==> src/pdfm_pkg.sv <==
// Shared types and constants for the PWM duty and frequency meter.
// Used by the controller, the datapath and the top level.
package pdfm_pkg;

  localparam int TIMER_BITS_DEF = 16;
  localparam int CLK_W          = 24;
  localparam int DUTY_W         = 7;
  localparam int FREQ_W         = 24;
  localparam int OUT_DATA_W     = 32;
  localparam int IN_USER_W      = 2;
  localparam int PERCENT        = 100;

  localparam logic [CLK_W-1:0] CLK_HZ_RESET = 24'd1000000;

  localparam logic OP_START = 1'b0;
  localparam logic OP_EDGE  = 1'b1;

  typedef struct packed {
    logic cap_rise;
    logic cap_fall;
    logic cap_period;
    logic div_start;
    logic div_sel_freq;
    logic save_duty;
    logic emit;
  } ctrl_cmd_t;

  typedef struct packed {
    logic zero_period;
    logic div_done;
    logic out_free;
  } dp_stat_t;

endpackage

==> src/pdfm_div.sv <==
// Iterative restoring divider, one quotient bit per cycle.
// Uses no package items; instantiated by pdfm_dp.
module pdfm_div #(
  parameter int DW = 24,
  parameter int PW = 17
) (
  input  logic          clk,
  input  logic          rst,
  input  logic          start,
  input  logic [DW-1:0] dividend,
  input  logic [PW-1:0] divisor,
  output logic [DW-1:0] quotient,
  output logic          done
);

  localparam int CW = $clog2(DW + 1);

  logic [DW-1:0] quo;
  logic [PW-1:0] rem;
  logic [CW-1:0] count;
  logic          busy;
  logic [PW-1:0] dvs;

  logic [PW:0]   rem_sh;
  logic [PW:0]   diff;
  logic          ge;

  assign rem_sh = {rem, quo[DW-1]};
  assign diff   = rem_sh - {1'b0, dvs};
  assign ge     = rem_sh >= {1'b0, dvs};

  always_ff @(posedge clk) begin
    if (rst) begin
      busy  <= 1'b0;
      done  <= 1'b0;
      count <= '0;
    end else begin
      done <= 1'b0;
      if (start) begin
        busy  <= 1'b1;
        count <= '0;
      end else if (busy) begin
        count <= count + CW'(1);
        if (count == CW'(DW - 1)) begin
          busy <= 1'b0;
          done <= 1'b1;
        end
      end
    end
  end

  always_ff @(posedge clk) begin
    if (start) begin
      quo <= dividend;
      rem <= '0;
      dvs <= divisor;
    end else if (busy) begin
      quo <= {quo[DW-2:0], ge};
      rem <= ge ? diff[PW-1:0] : rem_sh[PW-1:0];
    end
  end

  assign quotient = quo;

endmodule

==> src/pdfm_dp.sv <==
// Datapath: timestamp registers, high time and period, clock register,
// shared divider and output register. Depends on pdfm_pkg and pdfm_div.
module pdfm_dp #(
  parameter int TIMER_BITS = pdfm_pkg::TIMER_BITS_DEF
) (
  input  logic                             clk,
  input  logic                             rst,
  input  logic [TIMER_BITS-1:0]            capture_time,
  input  logic                             cfg_we,
  input  logic [pdfm_pkg::CLK_W-1:0]       cfg_wdata,
  input  pdfm_pkg::ctrl_cmd_t              cmd,
  output pdfm_pkg::dp_stat_t               stat,
  input  logic                             out_ready,
  output logic                             out_valid,
  output logic [pdfm_pkg::DUTY_W-1:0]      duty_percent,
  output logic [pdfm_pkg::FREQ_W-1:0]      frequency_hz,
  output logic                             zero_period
);

  localparam int PW = TIMER_BITS + 1;
  localparam int HW = TIMER_BITS + pdfm_pkg::DUTY_W;
  localparam int DW = (HW > pdfm_pkg::CLK_W) ? HW : pdfm_pkg::CLK_W;

  logic [TIMER_BITS-1:0]     first_rise_time;
  logic [TIMER_BITS-1:0]     fall_time;
  logic [TIMER_BITS-1:0]     high;
  logic [PW-1:0]             period;
  logic [pdfm_pkg::CLK_W-1:0] clk_hz;
  logic [pdfm_pkg::DUTY_W-1:0] duty_q;

  logic [TIMER_BITS-1:0]     high_next;
  logic [TIMER_BITS-1:0]     low_next;
  logic [DW-1:0]             dividend;
  logic [DW-1:0]             quotient;
  logic                      div_done;

  assign high_next = fall_time - first_rise_time;
  assign low_next  = capture_time - fall_time;

  always_ff @(posedge clk) begin
    if (rst) begin
      first_rise_time <= '0;
      fall_time       <= '0;
      clk_hz          <= pdfm_pkg::CLK_HZ_RESET;
    end else begin
      if (cmd.cap_rise) begin
        first_rise_time <= capture_time;
      end
      if (cmd.cap_fall) begin
        fall_time <= capture_time;
      end
      if (cfg_we) begin
        clk_hz <= cfg_wdata;
      end
    end
  end

  always_ff @(posedge clk) begin
    if (cmd.cap_period) begin
      high   <= high_next;
      period <= {1'b0, high_next} + {1'b0, low_next};
    end
    if (cmd.save_duty) begin
      duty_q <= quotient[pdfm_pkg::DUTY_W-1:0];
    end
  end

  always_comb begin
    if (cmd.div_sel_freq) begin
      dividend = DW'(clk_hz);
    end else begin
      dividend = {{(DW - TIMER_BITS){1'b0}}, high} * DW'(pdfm_pkg::PERCENT);
    end
  end

  pdfm_div #(
    .DW(DW),
    .PW(PW)
  ) u_div (
    .clk      (clk),
    .rst      (rst),
    .start    (cmd.div_start),
    .dividend (dividend),
    .divisor  (period),
    .quotient (quotient),
    .done     (div_done)
  );

  always_ff @(posedge clk) begin
    if (rst) begin
      out_valid <= 1'b0;
    end else if (cmd.emit) begin
      out_valid <= 1'b1;
    end else if (out_ready) begin
      out_valid <= 1'b0;
    end
  end

  always_ff @(posedge clk) begin
    if (cmd.emit) begin
      zero_period  <= stat.zero_period;
      duty_percent <= stat.zero_period ? '0 : duty_q;
      frequency_hz <= stat.zero_period ? '0 : quotient[pdfm_pkg::FREQ_W-1:0];
    end
  end

  assign stat.zero_period = (period == '0);
  assign stat.div_done    = div_done;
  assign stat.out_free    = !out_valid || out_ready;

endmodule

==> src/pdfm_ctrl.sv <==
// Controller: measurement phase tracking and the compute sequence.
// Depends on pdfm_pkg for command and status types and op codes.
module pdfm_ctrl (
  input  logic                 clk,
  input  logic                 rst,
  input  logic                 in_valid,
  output logic                 in_ready,
  input  logic                 in_op,
  input  logic                 in_rising,
  input  pdfm_pkg::dp_stat_t   stat,
  output pdfm_pkg::ctrl_cmd_t  cmd
);

  localparam logic [1:0] PH_RISE1 = 2'd0;
  localparam logic [1:0] PH_FALL  = 2'd1;
  localparam logic [1:0] PH_RISE2 = 2'd2;
  localparam logic [1:0] PH_IDLE  = 2'd3;

  localparam logic [2:0] S_IN    = 3'd0;
  localparam logic [2:0] S_DUTY  = 3'd1;
  localparam logic [2:0] S_DWAIT = 3'd2;
  localparam logic [2:0] S_FREQ  = 3'd3;
  localparam logic [2:0] S_FWAIT = 3'd4;
  localparam logic [2:0] S_OUT   = 3'd5;

  logic [2:0] state;
  logic [2:0] state_next;
  logic [1:0] phase;
  logic [1:0] phase_next;
  logic       accept;

  assign in_ready = (state == S_IN);
  assign accept   = in_valid && in_ready;

  always_comb begin
    state_next = state;
    phase_next = phase;
    cmd        = '0;
    unique case (state)
      S_IN: begin
        if (accept) begin
          if (in_op == pdfm_pkg::OP_START) begin
            phase_next = PH_RISE1;
          end else begin
            unique case (phase)
              PH_RISE1: begin
                if (in_rising) begin
                  cmd.cap_rise = 1'b1;
                  phase_next   = PH_FALL;
                end
              end
              PH_FALL: begin
                if (!in_rising) begin
                  cmd.cap_fall = 1'b1;
                  phase_next   = PH_RISE2;
                end
              end
              PH_RISE2: begin
                if (in_rising) begin
                  cmd.cap_period = 1'b1;
                  phase_next     = PH_IDLE;
                  state_next     = S_DUTY;
                end
              end
              default: begin
              end
            endcase
          end
        end
      end
      S_DUTY: begin
        if (stat.zero_period) begin
          state_next = S_OUT;
        end else begin
          cmd.div_start = 1'b1;
          state_next    = S_DWAIT;
        end
      end
      S_DWAIT: begin
        if (stat.div_done) begin
          cmd.save_duty = 1'b1;
          state_next    = S_FREQ;
        end
      end
      S_FREQ: begin
        cmd.div_start    = 1'b1;
        cmd.div_sel_freq = 1'b1;
        state_next       = S_FWAIT;
      end
      S_FWAIT: begin
        cmd.div_sel_freq = 1'b1;
        if (stat.div_done) begin
          state_next = S_OUT;
        end
      end
      S_OUT: begin
        if (stat.out_free) begin
          cmd.emit   = 1'b1;
          state_next = S_IN;
        end
      end
      default: begin
        state_next = S_IN;
      end
    endcase
  end

  always_ff @(posedge clk) begin
    if (rst) begin
      state <= S_IN;
      phase <= PH_IDLE;
    end else begin
      state <= state_next;
      phase <= phase_next;
    end
  end

endmodule

==> src/pwm_duty_frequency_meter_core.sv <==
// Top level of the PWM duty and frequency meter.
// Depends on pdfm_pkg, pdfm_ctrl and pdfm_dp.
//
// Input stream (s_*): each item is a start command or a captured edge.
// A start arms the meter; it then takes a rising, a falling and a second
// rising edge and ignores edges of the wrong polarity. Edges while idle
// are dropped. The second rising edge produces one result item on m_*.
// Start and edge items that produce no result leave s_tready high.
// The completing edge holds s_tready low while the shared divider runs
// two quotients (duty, then frequency), one quotient bit per cycle, of
// width DW = max(TIMER_BITS + 7, 24). A zero period skips the divider.
// The result sits in an output register; new input items are taken while
// it waits, and the next result waits only if that register is still full.
// cfg_we writes the timer clock rate (reset 1000000 Hz); write it only
// while the block is idle. Reset clears the phase to idle and drops any
// pending result.
module pwm_duty_frequency_meter_core #(
  parameter int TIMER_BITS = pdfm_pkg::TIMER_BITS_DEF,
  localparam int IN_DATA_W = ((TIMER_BITS + 7) / 8) * 8
) (
  input  logic                               clk,
  input  logic                               rst,
  input  logic                               s_tvalid,
  output logic                               s_tready,
  input  logic [IN_DATA_W-1:0]               s_tdata,   // capture_time, zero pad
  input  logic [pdfm_pkg::IN_USER_W-1:0]     s_tuser,   // op, edge_rising
  output logic                               m_tvalid,
  input  logic                               m_tready,
  output logic [pdfm_pkg::OUT_DATA_W-1:0]    m_tdata,   // duty_percent, frequency_hz, zero pad
  output logic [0:0]                         m_tuser,   // zero_period
  input  logic                               cfg_we,
  input  logic [pdfm_pkg::CLK_W-1:0]         cfg_wdata
);

  pdfm_pkg::ctrl_cmd_t cmd;
  pdfm_pkg::dp_stat_t  stat;

  logic [pdfm_pkg::DUTY_W-1:0] duty_percent;
  logic [pdfm_pkg::FREQ_W-1:0] frequency_hz;
  logic                        zero_period;

  pdfm_ctrl u_ctrl (
    .clk       (clk),
    .rst       (rst),
    .in_valid  (s_tvalid),
    .in_ready  (s_tready),
    .in_op     (s_tuser[0]),
    .in_rising (s_tuser[1]),
    .stat      (stat),
    .cmd       (cmd)
  );

  pdfm_dp #(
    .TIMER_BITS(TIMER_BITS)
  ) u_dp (
    .clk          (clk),
    .rst          (rst),
    .capture_time (s_tdata[TIMER_BITS-1:0]),
    .cfg_we       (cfg_we),
    .cfg_wdata    (cfg_wdata),
    .cmd          (cmd),
    .stat         (stat),
    .out_ready    (m_tready),
    .out_valid    (m_tvalid),
    .duty_percent (duty_percent),
    .frequency_hz (frequency_hz),
    .zero_period  (zero_period)
  );

  assign m_tdata = {{(pdfm_pkg::OUT_DATA_W - pdfm_pkg::FREQ_W - pdfm_pkg::DUTY_W){1'b0}},
                    frequency_hz, duty_percent};
  assign m_tuser = zero_period;

  a_emit_free: assert property (@(posedge clk) disable iff (rst)
    cmd.emit |-> stat.out_free)
    else $error("result written over an untaken result");

  a_div_blocks_input: assert property (@(posedge clk) disable iff (rst)
    cmd.div_start |=> !s_tready)
    else $error("input taken while divider runs");

  a_zero_result: assert property (@(posedge clk) disable iff (rst)
    m_tvalid && m_tuser[0] |-> m_tdata == '0)
    else $error("zero period result carries nonzero data");

  a_duty_range: assert property (@(posedge clk) disable iff (rst)
    m_tvalid |-> m_tdata[pdfm_pkg::DUTY_W-1:0] <= pdfm_pkg::DUTY_W'(pdfm_pkg::PERCENT))
    else $error("duty above one hundred percent");

endmodule
==> config.mk <==
export PLATFORM = sky130hd
export DESIGN_NAME = pwm_duty_frequency_meter_core
export DESIGN_NICKNAME = d
export VERILOG_FILES = /design/src/pdfm_pkg.sv /design/src/pdfm_div.sv /design/src/pdfm_dp.sv /design/src/pdfm_ctrl.sv /design/src/pwm_duty_frequency_meter_core.sv
export SDC_FILE = /design/constraint.sdc
export NUM_CORES = 1
export LEC_CHECK = 0
export ABC_AREA = 1
export BUFFER_PORTS_ARGS = -buffer_cell sky130_fd_sc_hd__buf_2
export CAP_MARGIN = 20
export CELL_PAD_IN_SITES_DETAIL_PLACEMENT = 1
export CELL_PAD_IN_SITES_GLOBAL_PLACEMENT = 2
export CORE_ASPECT_RATIO = 0.7
export CORE_UTILIZATION = 40
export DETAILED_ROUTE_END_ITERATION = 10
export PLACE_DENSITY = 0.9
export SYNTH_ARGS = -nofsm -noshare
export SYNTH_HDL_FRONTEND = slang
export SYNTH_SLANG_ARGS = --single-unit
==> constraint.sdc <==
create_clock -name clk -period 10.4 [get_ports clk]
set_input_delay 1.56 -clock clk [delete_from_list [all_inputs] [get_ports clk]]
set_output_delay 1.56 -clock clk [all_outputs]
set_load 0.02 [all_outputs]
[Yosys cells after proc, flatten, opt, wreduce, memory -nomap -nowiden]
Index checks and enable logic that the tools add are counted.
Cells by class
  add/subtract/negate cells: 5
  multipliers: 1
  $lt $le $gt $ge: 1
  eq/ne operators: 19
  muxes and demuxes: 39
  bitwise operators: 1
  reductions and logical operators: 13
Operators with widths (count)
  24-bit two-way mux: 3
  3-bit two-way mux: 11
  16-bit subtractor: 2
  16-bit by 5-bit multiplier with 21-bit output (second input constant): 1
  18-bit by 17-bit greater-or-equal comparator with 1-bit output: 1
  3-bit one-hot mux with 6 select lines: 1
  16-bit by 16-bit adder with 17-bit output: 1
  17-bit logical NOT: 1
  1-bit two-way mux: 17
  17-bit two-way mux: 1
  17-bit subtractor: 1
  2-bit != test (second input constant): 5
  3-bit != test (second input constant): 3
  2-bit two-way mux: 4
  7-bit AND reduction: 1
  3-bit by 2-bit == test with 1-bit output (second input constant): 2
  3-bit == test (second input constant): 2
  2-bit one-hot mux with 3 select lines: 1
  6-bit AND reduction: 1
  5-bit by 1-bit adder with 5-bit output (second input constant): 1
  5-bit == test (second input constant): 1
  2-bit by 1-bit != test with 1-bit output (second input constant): 2
  4-bit by 1-bit != test with 1-bit output (second input constant): 1
  2-bit nonzero test: 2
  other kinds (12): 13
Word-level totals
  flip-flop bits (word level): 199
  input port bits: 47
  output and inout bits: 35
  logic and storage cells: 97

[Longest topological paths before layout]
Gate-level depths: netlist (run 1).
  depth in word-level cells: 5
  mapped depth: 21
  depth with buffers taken out: 21

[Modules after synthesis]
A second synthesis (run 1) with hierarchy kept.
Second synthesis, totals
  cell total of the unflattened synthesis: 1644
  area total of the unflattened synthesis: 12892.4 sq um
By module, submodules not included
  pdfm_dp: times used 1, cells each 1051, area each 8545.7 sq um, seq. area each 3303.2 sq um
  pdfm_div: times used 1, cells each 518, area each 3893.7 sq um, seq. area each 1711.6 sq um
  pdfm_ctrl: times used 1, cells each 73, area each 441.7 sq um, seq. area each 100.1 sq um
  pwm_duty_frequency_meter_core: times used 1, cells each 2, area each 11.3 sq um, seq. area each 0.0 sq um

[Least setup slack after synthesis (run 1)]
OpenSTA, ideal clock, no wires.
  path type: in2reg
  from: in m_tready
  to: reg u_dp.duty_percent[0] in the netlist's numbering (enable)
  library setup time: 505 ps
  arrival time: 4744 ps
  data required time: 9895 ps
  slack: 5151 ps
  stages on the path: 2
  buffers on the path: 0
  cells stage by stage: nor2_1 -> nor4_1
RTL lines
  start, declared: RTL line pwm_duty_frequency_meter_core.sv:28  | input logic m_tready,
  end signal, assigned: RTL line pdfm_dp.sv:102  | duty_percent <= stat.zero_period ? '0 : duty_q;
  end, declared: RTL line pdfm_dp.sv:15  | output logic [pdfm_pkg::DUTY_W-1:0] duty_percent,

[Final worst setup path (run 1)]
  from: in s_tdata[0]
  to: reg u_dp.period[14], data pin
On the way
  longest elaborated chain between the ends: 2
Ends and longest elaborated chain
  start, declared: RTL line pwm_duty_frequency_meter_core.sv:25  | input logic [IN_DATA_W-1:0] s_tdata,
  16-bit subtractor: RTL line pdfm_dp.sv:38  | assign low_next = capture_time - fall_time;
  16-bit by 16-bit adder with 17-bit output: RTL line pdfm_dp.sv:61  | period <= {1'b0, high_next} + {1'b0, low_next};
  end signal, assigned: RTL line pdfm_dp.sv:61
  end, declared: RTL line pdfm_dp.sv:27  | logic [PW-1:0] period;
Every way passes these cells.
A chain may end at the register's enable or synchronous reset.

==> results.py, run 1 <==
metrics = {
    "status": {
        "status": "complete, no violations",
    },
    "detailed_routing": {
        "via_count": 11000,
        "wl_um": 35400,
        "ant_nets": 0,
        "dr.first_iter.drc_count": 585,
        "firstDrtPassIters": 5,
        "avgRoutedWirePerCell_um": 16.3,
        "routed_via_density": 5.06,
        "drc": 0,
    },
    "yosys": {
        "synthFlopType": "edfxtp_1",
        "synth-seq-cells": 199,
        "syn-cell-area_um2": 12900,
        "syn_nets": 1846,
        "seq_area_frac_synth": 0.395,
        "synth_edf_count": 113,
        "synth.yosys.warnings": 0,
        "synth.avg_cell_area_um2": 7.77,
        "async_flop_share": 0,
        "synth_cells": 1665,
        "ys_types": 46,
    },
    "floorplanning": {
        "io_pins": 82,
        "die_w_um": 217,
        "initial_utilization": 0.411,
        "core_um2": 31500,
        "dieArea_um2": 33100,
        "rows": 54,
        "die-height_um": 152,
    },
    "sta": {
        "hold_viol_final": 0,
        "rsz0062_at_grt": "no",
        "report.final.slew_viol_count": 0,
        "slew-limit-headroom": 0.307,
        "setup_viol": 0,
        "fmax_mhz": 223,
        "setup_tns_ns": 0,
        "fin_crit_sh": 0.431,
        "min_period_ns": 4.48,
        "worst_pin_slew_ns": 1.04,
        "fin_skew_ns": 0.0146,
    },
    "clock_tree": {
        "cts_root_buf": "clkbuf_16",
        "clk_pin_slew_ns": 0.09,
        "clk_path_buf_depth": 2,
        "clk_latency_ns": 0.46,
        "cts_buffers": 17,
        "htree_levels": 4,
        "clock_sinks": 199,
        "cts_tree": "done",
        "cts_setup_buffers": 0,
        "cts_resized": 0,
        "cts_hold_buf": 0,
    },
    "setup_path": {
        "reg2reg_slack_ns": 6.51,
        "crit_required_ns": 10.59,
        "r2r-end": "u_dp.period[14]$_DFFE_PP_",
        "end_kind": "flip-flop",
        "critPathCapture": "u_dp.period[14]$_DFFE_PP_",
        "worst_ep_arrival_time_ns": 4.67,
        "reg2regPathDepth": 13,
        "r2r_start": "u_dp.fall_time[0]$_SDFFE_PP0P_",
        "crit_chain": "buf_2 -> inv_1 -> ha_1 -> inv_1 -> fa_1 -> nand2_1 -> nand2_1 -> o21ai_0 -> o21ai_0 -> inv_1 -> o21ai_0 -> xor2_1 -> ha_1 -> nand2_1 -> nor2_1 -> nand3_1 -> o21ai_0 -> xor2_1",
        "slowest_delay_ns": 0.41,
        "crit_type": "in2reg",
        "cp-startpoint": "s_tdata[0]",
        "cpMostUsedCell": "o21ai_0",
        "startpoint_type": "primary input",
        "cp_slowest_cell": "fa_1",
        "path_max_fanout": 5,
    },
    "worst_hold_path": {
        "hp-class": "reg2reg",
    },
    "grt": {
        "overflow": 0,
        "grt_pass1_wl_um": 57600,
        "use_met1": 0.331,
        "grt_use_met2": 0.326,
        "grt-busiest-layer": "met1",
        "grt_max_degree": 40,
        "grt_pass1_vias": 11000,
        "grt_use_met3": 0.0383,
        "antenna_found_initial": 0,
        "track_usage": 0.220,
    },
    "flow_run": {
        "cap_violations": 0,
    },
    "final_layout": {
        "drive_above_1_share": 0.0879,
        "stdcell_area_um2": 14400,
        "area_delta_synth_final_pct": 11.1,
        "layout.nets": 1919,
        "mostFrequentLayoutCell": "nand2_1",
        "n_antenna_cell": 0,
        "mostFrequentLayoutCells": "427 x nand2_1, 283 x inv_1, 157 x nor2_1, 119 x ha_1, 113 x edfxtp_1",
    },
    "power_and_ir_drop": {
        "power_mw": 2.48,
        "peakVddDrop_uv": 97.7,
        "powerDensity_nw_per_um2": 172,
        "leakagePower_nw": 7.14,
    },
    "placement": {
        "gp_congestion": 0.879,
        "io_buffers": 80,
        "place_hpwl_um": 28300,
        "dpl_cell_area_um2": 13700,
    },
}
==> per-layer routing <==
| metal | share of wire | wire length [um] |
|---|---|---|
| met1 | 0.54 | 19000 |
| met2 | 0.42 | 14800 |
| met3 | 0.036 | 1290 |
| met4 | 0.011 | 382 |
| met5 | 0 | 0 |
==> worst max-delay path: cells and delay by family <==
kind                     cells  cell delay (ns)
AO/OA/AOI/OAI                4             0.91
XOR/XNOR                     2             0.30
buffers and inverters        4             0.39
adder cells (fa/ha/maj)      3             0.99
AND/OR/NAND/NOR              5             0.51
==> metrics by stage <==
step | worst slack, ns | hold slack [ns] | instances | utilization
2_1_floorplan | 5.15 | 0.424 | 1665 | -
3_3_place_gp | 5.59 | 0.434 | 2138 | 0.436
3_5_place_dp | 5.49 | 0.440 | 2138 | 0.436
4_1_cts | 5.99 | 0.458 | 2170 | 0.456
5_1_grt | 5.66 | 0.463 | 2171 | 0.457
6_report | 5.92 | 0.456 | 2171 | 0.457
==> how the worst min path moves through the flow <==
stage,from,end,slack [ns],depth (start not counted)
floorplan,u_dp.clk_hz[14]$_SDFFE_PP1P_,u_dp.clk_hz[14]$_SDFFE_PP1P_,0.42,2
global placement,u_dp.period[8]$_DFFE_PP_,u_dp.u_div.dvs[8]$_DFFE_PP_,0.43,0
detailed placement,u_dp.period[14]$_DFFE_PP_,u_dp.u_div.dvs[14]$_DFFE_PP_,0.44,0
CTS,u_dp.period[14]$_DFFE_PP_,u_dp.u_div.dvs[14]$_DFFE_PP_,0.46,0
global route,u_dp.period[15]$_DFFE_PP_,u_dp.u_div.dvs[15]$_DFFE_PP_,0.46,0
finish,u_dp.period[10]$_DFFE_PP_,u_dp.u_div.dvs[10]$_DFFE_PP_,0.46,0
==> cell type report <==
| class | count | area, um^2 |
|---|---|---|
| Inverter | 287 | 1080 |
| Clock buffer | 17 | 425 |
| Sequential cell | 199 | 5110 |
| Clock inverter | 15 | 195 |
| Timing Repair Buffer | 88 | 468 |
| Fill cell | 3927 | 17100 |
| Tap cell | 420 | 526 |
| Multi-Input combinational cell | 1145 | 6570 |
==> cell usage after synthesis (8+ instances only) <==
cell / n / area share
inv_1: 283 / 0.082
fa_1: 15 / 0.023
a21oi_2: 9 / 0.0061
buf_2: 11 / 0.0043
nand4_1: 11 / 0.0053
a21oi_1: 97 / 0.038
ha_1: 119 / 0.12
edfxtp_1: 113 / 0.26
a31oi_1: 8 / 0.0039
nand3_1: 101 / 0.039
xnor2_1: 17 / 0.012
nor2_1: 158 / 0.046
o21ai_0: 65 / 0.025
nor3_1: 13 / 0.0050
clkbuf_1: 14 / 0.0041
nand3b_1: 19 / 0.011
nand2_1: 427 / 0.12
dfxtp_1: 86 / 0.13
xor2_1: 31 / 0.021
==> power by group <==
| group | switching (mW) | total (mW) | internal (mW) | leakage (nW) |
|---|---|---|---|---|
| clock network | 0.358 | 0.707 | 0.349 | 0.302 |
| registers | 0.0578 | 1.01 | 0.954 | 1.73 |
| logic | 0.504 | 0.756 | 0.252 | 5.11 |
| total | 0.920 | 2.48 | 1.56 | 7.14 |
==> cell families (layout without fill, tap and decap cells) <==
kind of cell,count (synthesis),count (layout),synth area share
DFF,199,199,0.395
xor gates and xnor gates,48,48,0.0325
and+or+nand+nor,754,754,0.247
buffers and inverters,321,407,0.0977
adders and majority gates,134,134,0.138
AOI/OAI and AO/OA,208,208,0.0894
other,1,1,0.000290
==> registers in the layout, indices dropped and copies added, names as in the netlist, 17 cells and up <==
| signal | count |
|---|---|
| u_dp.clk_hz | 24 |
| u_dp.frequency_hz | 24 |
| u_dp.period | 17 |
| u_dp.u_div.dvs | 17 |
| u_dp.u_div.quotient | 24 |
| u_dp.u_div.rem | 17 |
Power figures use the tool's default switching activity.
==> run 2, diff against run 1 <==
--- a/config.mk
+++ b/config.mk
@@ -5,15 +5,15 @@
 export SDC_FILE = /design/constraint.sdc
 export NUM_CORES = 1
 export LEC_CHECK = 0
-export ABC_AREA = 1
+export ABC_AREA = 0
 export BUFFER_PORTS_ARGS = -buffer_cell sky130_fd_sc_hd__buf_2
 export CAP_MARGIN = 20
 export CELL_PAD_IN_SITES_DETAIL_PLACEMENT = 1
 export CELL_PAD_IN_SITES_GLOBAL_PLACEMENT = 2
 export CORE_ASPECT_RATIO = 0.7
-export CORE_UTILIZATION = 40
+export CORE_UTILIZATION = 36
 export DETAILED_ROUTE_END_ITERATION = 10
-export PLACE_DENSITY = 0.9
+export PLACE_DENSITY = 0.81
 export SYNTH_ARGS = -nofsm -noshare
 export SYNTH_HDL_FRONTEND = slang
 export SYNTH_SLANG_ARGS = --single-unit
==> constraint.sdc (replaced) <==
create_clock -name clk -period 3.7 [get_ports clk]
set_input_delay 0.555 -clock clk [delete_from_list [all_inputs] [get_ports clk]]
set_output_delay 0.555 -clock clk [all_outputs]
set_load 0.02 [all_outputs]
==> results.py, run 2 <==
metrics = {
    "status": {
        "status": "complete, but fails checks",
        "violations": "design-rule violations",
    },
    "yosys": {
        "async_flop_share": 0,
        "synth_cells": 1251,
        "ys_types": 73,
        "synth.yosys.warnings": 0,
        "seq_area_frac_synth": 0.427,
        "synth-seq-cells": 199,
        "syn-cell-area_um2": 12000,
        "post-synth-top-count-cell": "nand2_1",
        "synth_area_leaders": "edfxtp_1 28%, dfxtp_1 14%, ha_1 12%",
        "synth.avg_cell_area_um2": 9.57,
        "syn_nets": 1432,
        "synth_edf_count": 113,
        "synthFlopType": "edfxtp_1",
        "yosys-top-cells-count": "126 x nand2_1, 122 x inv_1, 119 x ha_1",
        "synth_top_area_cell": "edfxtp_1",
        "synth_top_area_frac": 0.283,
    },
    "floorplanning": {
        "core_um2": 32600,
        "rows": 55,
        "io_pins": 82,
        "die-height_um": 155,
        "initial_utilization": 0.368,
        "die_w_um": 220,
        "dieArea_um2": 34000,
    },
    "detailed_routing": {
        "drt-met1-wl_um": 17000,
        "via_count": 9317,
        "dr.first_iter.drc_count": 376,
        "route.met2.wl_um": 13800,
        "ant_nets": 0,
        "firstDrtPassIters": 8,
        "routed_via_density": 5.12,
        "met3_length_um": 817,
        "avgRoutedWirePerCell_um": 17.6,
        "drc": 4,
        "top_layer": "met4",
        "wl_um": 32000,
    },
    "placement": {
        "placedCellCount": 1774,
        "io_buffers": 80,
        "dpl_cell_area_um2": 13200,
        "gp_congestion": 0.802,
        "dpl_worst_slack_ns": -0.267,
        "place_hpwl_um": 24300,
    },
    "flow_run": {
        "cap_violations": 0,
    },
    "setup_path": {
        "startpoint_type": "flip-flop",
        "worst_ep_arrival_time_ns": 3.89,
        "crit_required_ns": 3.91,
        "crit_type": "reg2reg",
        "end_kind": "flip-flop",
        "path_max_fanout": 3,
    },
    "power_and_ir_drop": {
        "leakagePower_nw": 5.86,
        "power_mw": 6.60,
        "peakVddDrop_uv": 364,
        "powerDensity_nw_per_um2": 466,
    },
    "clock_tree": {
        "clk_path_buf_depth": 2,
        "cts_buffers": 17,
        "clock_sinks": 199,
        "clk_pin_slew_ns": 0.09,
        "cts_root_buf": "clkbuf_16",
        "cts_tree": "done",
        "clk_latency_ns": 0.47,
        "htree_levels": 4,
    },
    "final_layout": {
        "layout.nets": 1562,
        "area_delta_synth_final_pct": 18.3,
        "stdcell_area_um2": 14200,
        "final_util": 0.435,
        "drive_above_1_share": 0.173,
        "mostFrequentLayoutCells": "126 x nand2_1, 120 x inv_1, 113 x edfxtp_1, 110 x ha_1, 107 x a21oi_1",
        "fillers": 3717,
        "final-instance-count-excl-fill": 1821,
        "n_antenna_cell": 0,
        "mostFrequentLayoutCell": "nand2_1",
    },
    "sta": {
        "slew-limit-headroom": 0.406,
        "fin_skew_ns": 0.0116,
        "finalWorstSetupSlack_ns": 0.0255,
        "fmax_mhz": 272,
        "setup_viol": 0,
        "fin_crit_sh": 0.993,
        "hold_viol_final": 0,
        "worst_pin_slew_ns": 0.890,
        "report.final.slew_viol_count": 0,
        "setup_tns_ns": 0,
        "min_period_ns": 3.67,
        "hold_slack_ns": 0.298,
    },
    "grt": {
        "antenna_found_initial": 0,
        "grt_pass1_wl_um": 51500,
        "grt_pass1_vias": 9594,
        "grt_max_degree": 48,
        "overflow": 0,
        "track_usage": 0.194,
    },
    "worst_hold_path": {
        "hp-class": "in2reg",
    },
}
-- run 2: cell count changes after synthesis, moves of 17 or more --
cell,previous run,this run
mux2i_1,0,29
nand2_1,427,126
nor3_1,13,38
xnor2_1,17,48
nand3_1,101,24
inv_1,283,122
clkbuf_1,14,31
nor2b_1,0,49
nor2_1,158,90
o21ai_0,65,29
o21ai_1,3,21
-- run 2: cells by family after synthesis --
kind of cell	after synthesis	synth area share
flops	199	0.427
mux	31	0.0261
fa+ha+maj	134	0.149
buf+inv	165	0.0537
xor+xnor	66	0.0483
compound gates	267	0.140
simple gates	388	0.155
other cells	1	0.000313
-- run 2: repair_timing --
item | CTS | global route
setup endpoints to repair | 7 | 12
pin swaps | 2 | 30
buffers inserted | 2 | 14
resized for setup | 8 | 36
hold buffers | 0 | 0
-- run 2: worst paths after layout --
kind | start | to | slack [ns] | cells after the start
setup reg to reg | u_dp.high[3]$_DFFE_PP_ | u_dp.u_div.quotient[21]$_DFFE_PP_ | 0.03 | 15
setup / recovery | u_dp.high[3]$_DFFE_PP_ | u_dp.u_div.quotient[21]$_DFFE_PP_ | 0.03 | 15
hold / removal | cfg_wdata[14] | u_dp.clk_hz[14]$_SDFFE_PP1P_ | 0.30 | 2
hold reg to reg | u_dp.first_rise_time[2]$_SDFFE_PP0P_ | u_dp.first_rise_time[2]$_SDFFE_PP0P_ | 0.46 | 2
-- run 2: where the power goes --
part	total, mW	internal [mW]	switching (mW)
clock	2.01	0.985	1.02
sequential	2.60	2.49	0.115
combinational	1.99	0.885	1.10
-- run 2: layout make-up --
type	instances	area (um^2)	area share
clock inverters	15	201	0.0142
well taps	427	534	0.0377
repair buffers	151	950	0.0670
clock buffers	17	425	0.0300
inverters	125	469	0.0331
flip-flops and latches	199	5110	0.361
multi-input cells	887	6470	0.457
-- run 2: routing by layer --
layer,global-route usage,vias up
li1,-,4635
met1,0.288,4552
met2,0.289,102
met3,0.0348,28
met4,0.0473,0
met5,0,-
-- run 2: critical path, stage by stage, from the launching register on --
cell      delay (ns)
edfxtp_1        0.47
ha_1            0.32
ha_1            0.30
inv_1           0.06
fa_1            0.49
inv_2           0.05
ha_4            0.26
buf_4           0.11
o21ai_0         0.12
o21bai_1        0.21
a21oi_2         0.11
o21ai_2         0.23
a21oi_1         0.12
a21oi_1         0.24
mux2i_1         0.24
nand3_1         0.09
==> run 3, diff against run 2 <==
--- a/config.mk
+++ b/config.mk
@@ -14,6 +14,7 @@
 export CORE_UTILIZATION = 36
 export DETAILED_ROUTE_END_ITERATION = 10
 export PLACE_DENSITY = 0.81
+export SETUP_SLACK_MARGIN = 0.1
 export SYNTH_ARGS = -nofsm -noshare
 export SYNTH_HDL_FRONTEND = slang
 export SYNTH_SLANG_ARGS = --single-unit
==> results.py, run 3 (synthesized netlist as in run 2, its figures left out) <==
metrics = {
    "setup_path": {
        "r2r-end": "u_dp.u_div.quotient[11]$_DFFE_PP_",
        "end_kind": "flip-flop",
        "crit_chain": "buf_6 -> ha_4 -> ha_4 -> fa_1 -> ha_4 -> buf_4 -> buf_4 -> o21ai_2 -> o21bai_1 -> a21oi_2 -> buf_4 -> buf_4 -> xnor2_1 -> nor2_1 -> a21oi_1 -> o21ai_1",
        "crit_required_ns": 3.90,
        "cpMostUsedCell": "buf_4",
        "cp_top_family": "adder cells",
        "reg2regPathDepth": 16,
        "worst-path-buf-inv": 5,
        "cp_slowest_cell": "fa_1",
        "worst_ep_arrival_time_ns": 3.73,
        "startpoint_type": "flip-flop",
        "slowest_delay_ns": 0.57,
        "crit_type": "reg2reg",
        "r2r_start": "u_dp.high[2]$_DFFE_PP_",
        "reg2reg_slack_ns": 0.16,
        "path_max_fanout": 3,
    },
    "placement": {
        "dpl_cell_area_um2": 13300,
        "io_buffers": 80,
        "gp_congestion": 0.800,
        "dpl_worst_slack_ns": -0.267,
        "place_hpwl_um": 24400,
    },
    "sta": {
        "hold_slack_ns": 0.304,
        "hold_viol_final": 0,
        "setup_viol": 0,
        "setup_tns_ns": 0,
        "rsz0062_at_grt": "yes",
        "fin_skew_ns": 0.0204,
        "worst_pin_slew_ns": 0.861,
        "report.final.slew_viol_count": 0,
        "fin_crit_sh": 0.957,
        "slew-limit-headroom": 0.426,
        "fmax_mhz": 283,
        "min_period_ns": 3.54,
        "finalWorstSetupSlack_ns": 0.161,
    },
    "clock_tree": {
        "cts_hold_buf": 0,
        "clk_latency_ns": 0.46,
        "cts_root_buf": "clkbuf_16",
        "clk_pin_slew_ns": 0.08,
        "htree_levels": 4,
        "clk_path_buf_depth": 2,
        "cts_buffers": 17,
        "clock_sinks": 199,
        "cts_tree": "done",
    },
    "floorplanning": {
        "rows": 55,
        "die-height_um": 155,
        "die_w_um": 220,
        "initial_utilization": 0.368,
        "core_um2": 32600,
        "dieArea_um2": 34000,
        "io_pins": 82,
    },
    "status": {
        "violations": "design-rule violations",
        "status": "complete, but fails checks",
    },
    "final_layout": {
        "seq_area_um2": 5120,
        "layout.nets": 1575,
        "drive_above_1_share": 0.197,
        "mostFrequentLayoutCell": "nand2_1",
        "fillers": 3691,
        "multi_input_area_um2": 6670,
        "area_delta_synth_final_pct": 20.4,
        "n_antenna_cell": 0,
        "mostFrequentLayoutCells": "126 x nand2_1, 121 x inv_1, 113 x edfxtp_1, 104 x ha_1, 99 x a21oi_1",
        "stdcell_area_um2": 14400,
    },
    "worst_hold_path": {
        "min_to": "u_dp.clk_hz[6]$_SDFFE_PP1P_",
        "holdPathStages": 2,
        "hp-class": "in2reg",
        "hp-start": "cfg_wdata[6]",
    },
    "detailed_routing": {
        "firstDrtPassIters": 7,
        "routed_via_density": 5.12,
        "via_count": 9395,
        "ant_nets": 0,
        "drc": 4,
        "avgRoutedWirePerCell_um": 17.7,
        "wl_um": 32500,
        "dr.first_iter.drc_count": 453,
    },
    "power_and_ir_drop": {
        "power_mw": 6.60,
        "leakagePower_nw": 5.94,
        "powerDensity_nw_per_um2": 458,
        "peakVddDrop_uv": 424,
    },
    "grt": {
        "antenna_found_initial": 0,
        "track_usage": 0.194,
        "grt_pass1_vias": 9387,
        "grt_pass1_wl_um": 50900,
        "overflow": 0,
        "grt_max_degree": 48,
    },
    "flow_run": {
        "cap_violations": 0,
    },
}
==> run 3: cell count changes in the layout (fill, tap and decap cells not counted), sizes merged <==
| cell | delta |
|---|---|
| clkinv | -6 |
| clkinvlp | +1 |
| buf | +13 |
| clkbuf | +4 |
| bufinv | +1 |
==> run 3: stage by stage <==
stage / utilization / instances
floorplan: - / 1251
global placement: 0.407 / 1783
detailed placement: 0.407 / 1783
CTS: 0.430 / 1824
global route: 0.443 / 1834
finish: 0.443 / 1834
==> run 3: how the worst max path moves through the flow <==
stage | start | end | slack (ns) | depth (start not counted)
2_1_floorplan | u_dp.high[2]$_DFFE_PP_ | u_dp.u_div.quotient[22]$_DFFE_PP_ | 0.11 | 12
3_3_place_gp | s_tdata[0] | u_dp.period[15]$_DFFE_PP_ | -0.16 | 21
3_5_place_dp | s_tdata[0] | u_dp.period[15]$_DFFE_PP_ | -0.27 | 21
4_1_cts | u_dp.high[2]$_DFFE_PP_ | u_dp.u_div.quotient[22]$_DFFE_PP_ | 0.03 | 12
5_1_grt | u_dp.first_rise_time[2]$_SDFFE_PP0P_ | u_dp.period[15]$_DFFE_PP_ | 0.04 | 17
6_report | u_dp.high[2]$_DFFE_PP_ | u_dp.u_div.quotient[11]$_DFFE_PP_ | 0.16 | 16
==> run 3: layer usage <==
layer / global-route usage / routed length [um] / vias up
met2: 0.286 / 14300 / 87
met5: 0 / 0 / -
met3: 0.0354 / 816 / 15
met4: 0.0417 / 257 / 0
li1: - / - / 4653
met1: 0.292 / 17200 / 4640
==> run 3: layout make-up <==
class | instances | area share
tap | 427 | 0.0371
timing repair buffer | 164 | 0.0723
clock inverter | 11 | 0.00955
inverter | 125 | 0.0325
clock buffer | 21 | 0.0312
multi-input combinational | 887 | 0.463
sequential | 199 | 0.355
==> run 3: report_power, final <==
group | switching (mW) | internal, mW
Sequential | 0.117 | 2.49
Combinational | 1.13 | 0.932
Clock | 0.904 | 1.03
==> run 3: worst register-to-register path, stage by stage (launching register included) <==
cell      delay, ns
edfxtp_1       0.45
buf_6          0.16
ha_4           0.16
ha_4           0.21
fa_1           0.57
ha_4           0.22
buf_4          0.12
buf_4          0.13
o21ai_2        0.13
o21bai_1       0.13
a21oi_2        0.27
buf_4          0.16
buf_4          0.09
xnor2_1        0.12
nor2_1         0.06
a21oi_1        0.23
o21ai_1        0.08
==> run 3: repair_timing <==
item	in CTS	in global routing
setup buffers	9	10
setup endpoints to repair	11	19
pin swaps	14	38
gates resized for setup	15	64
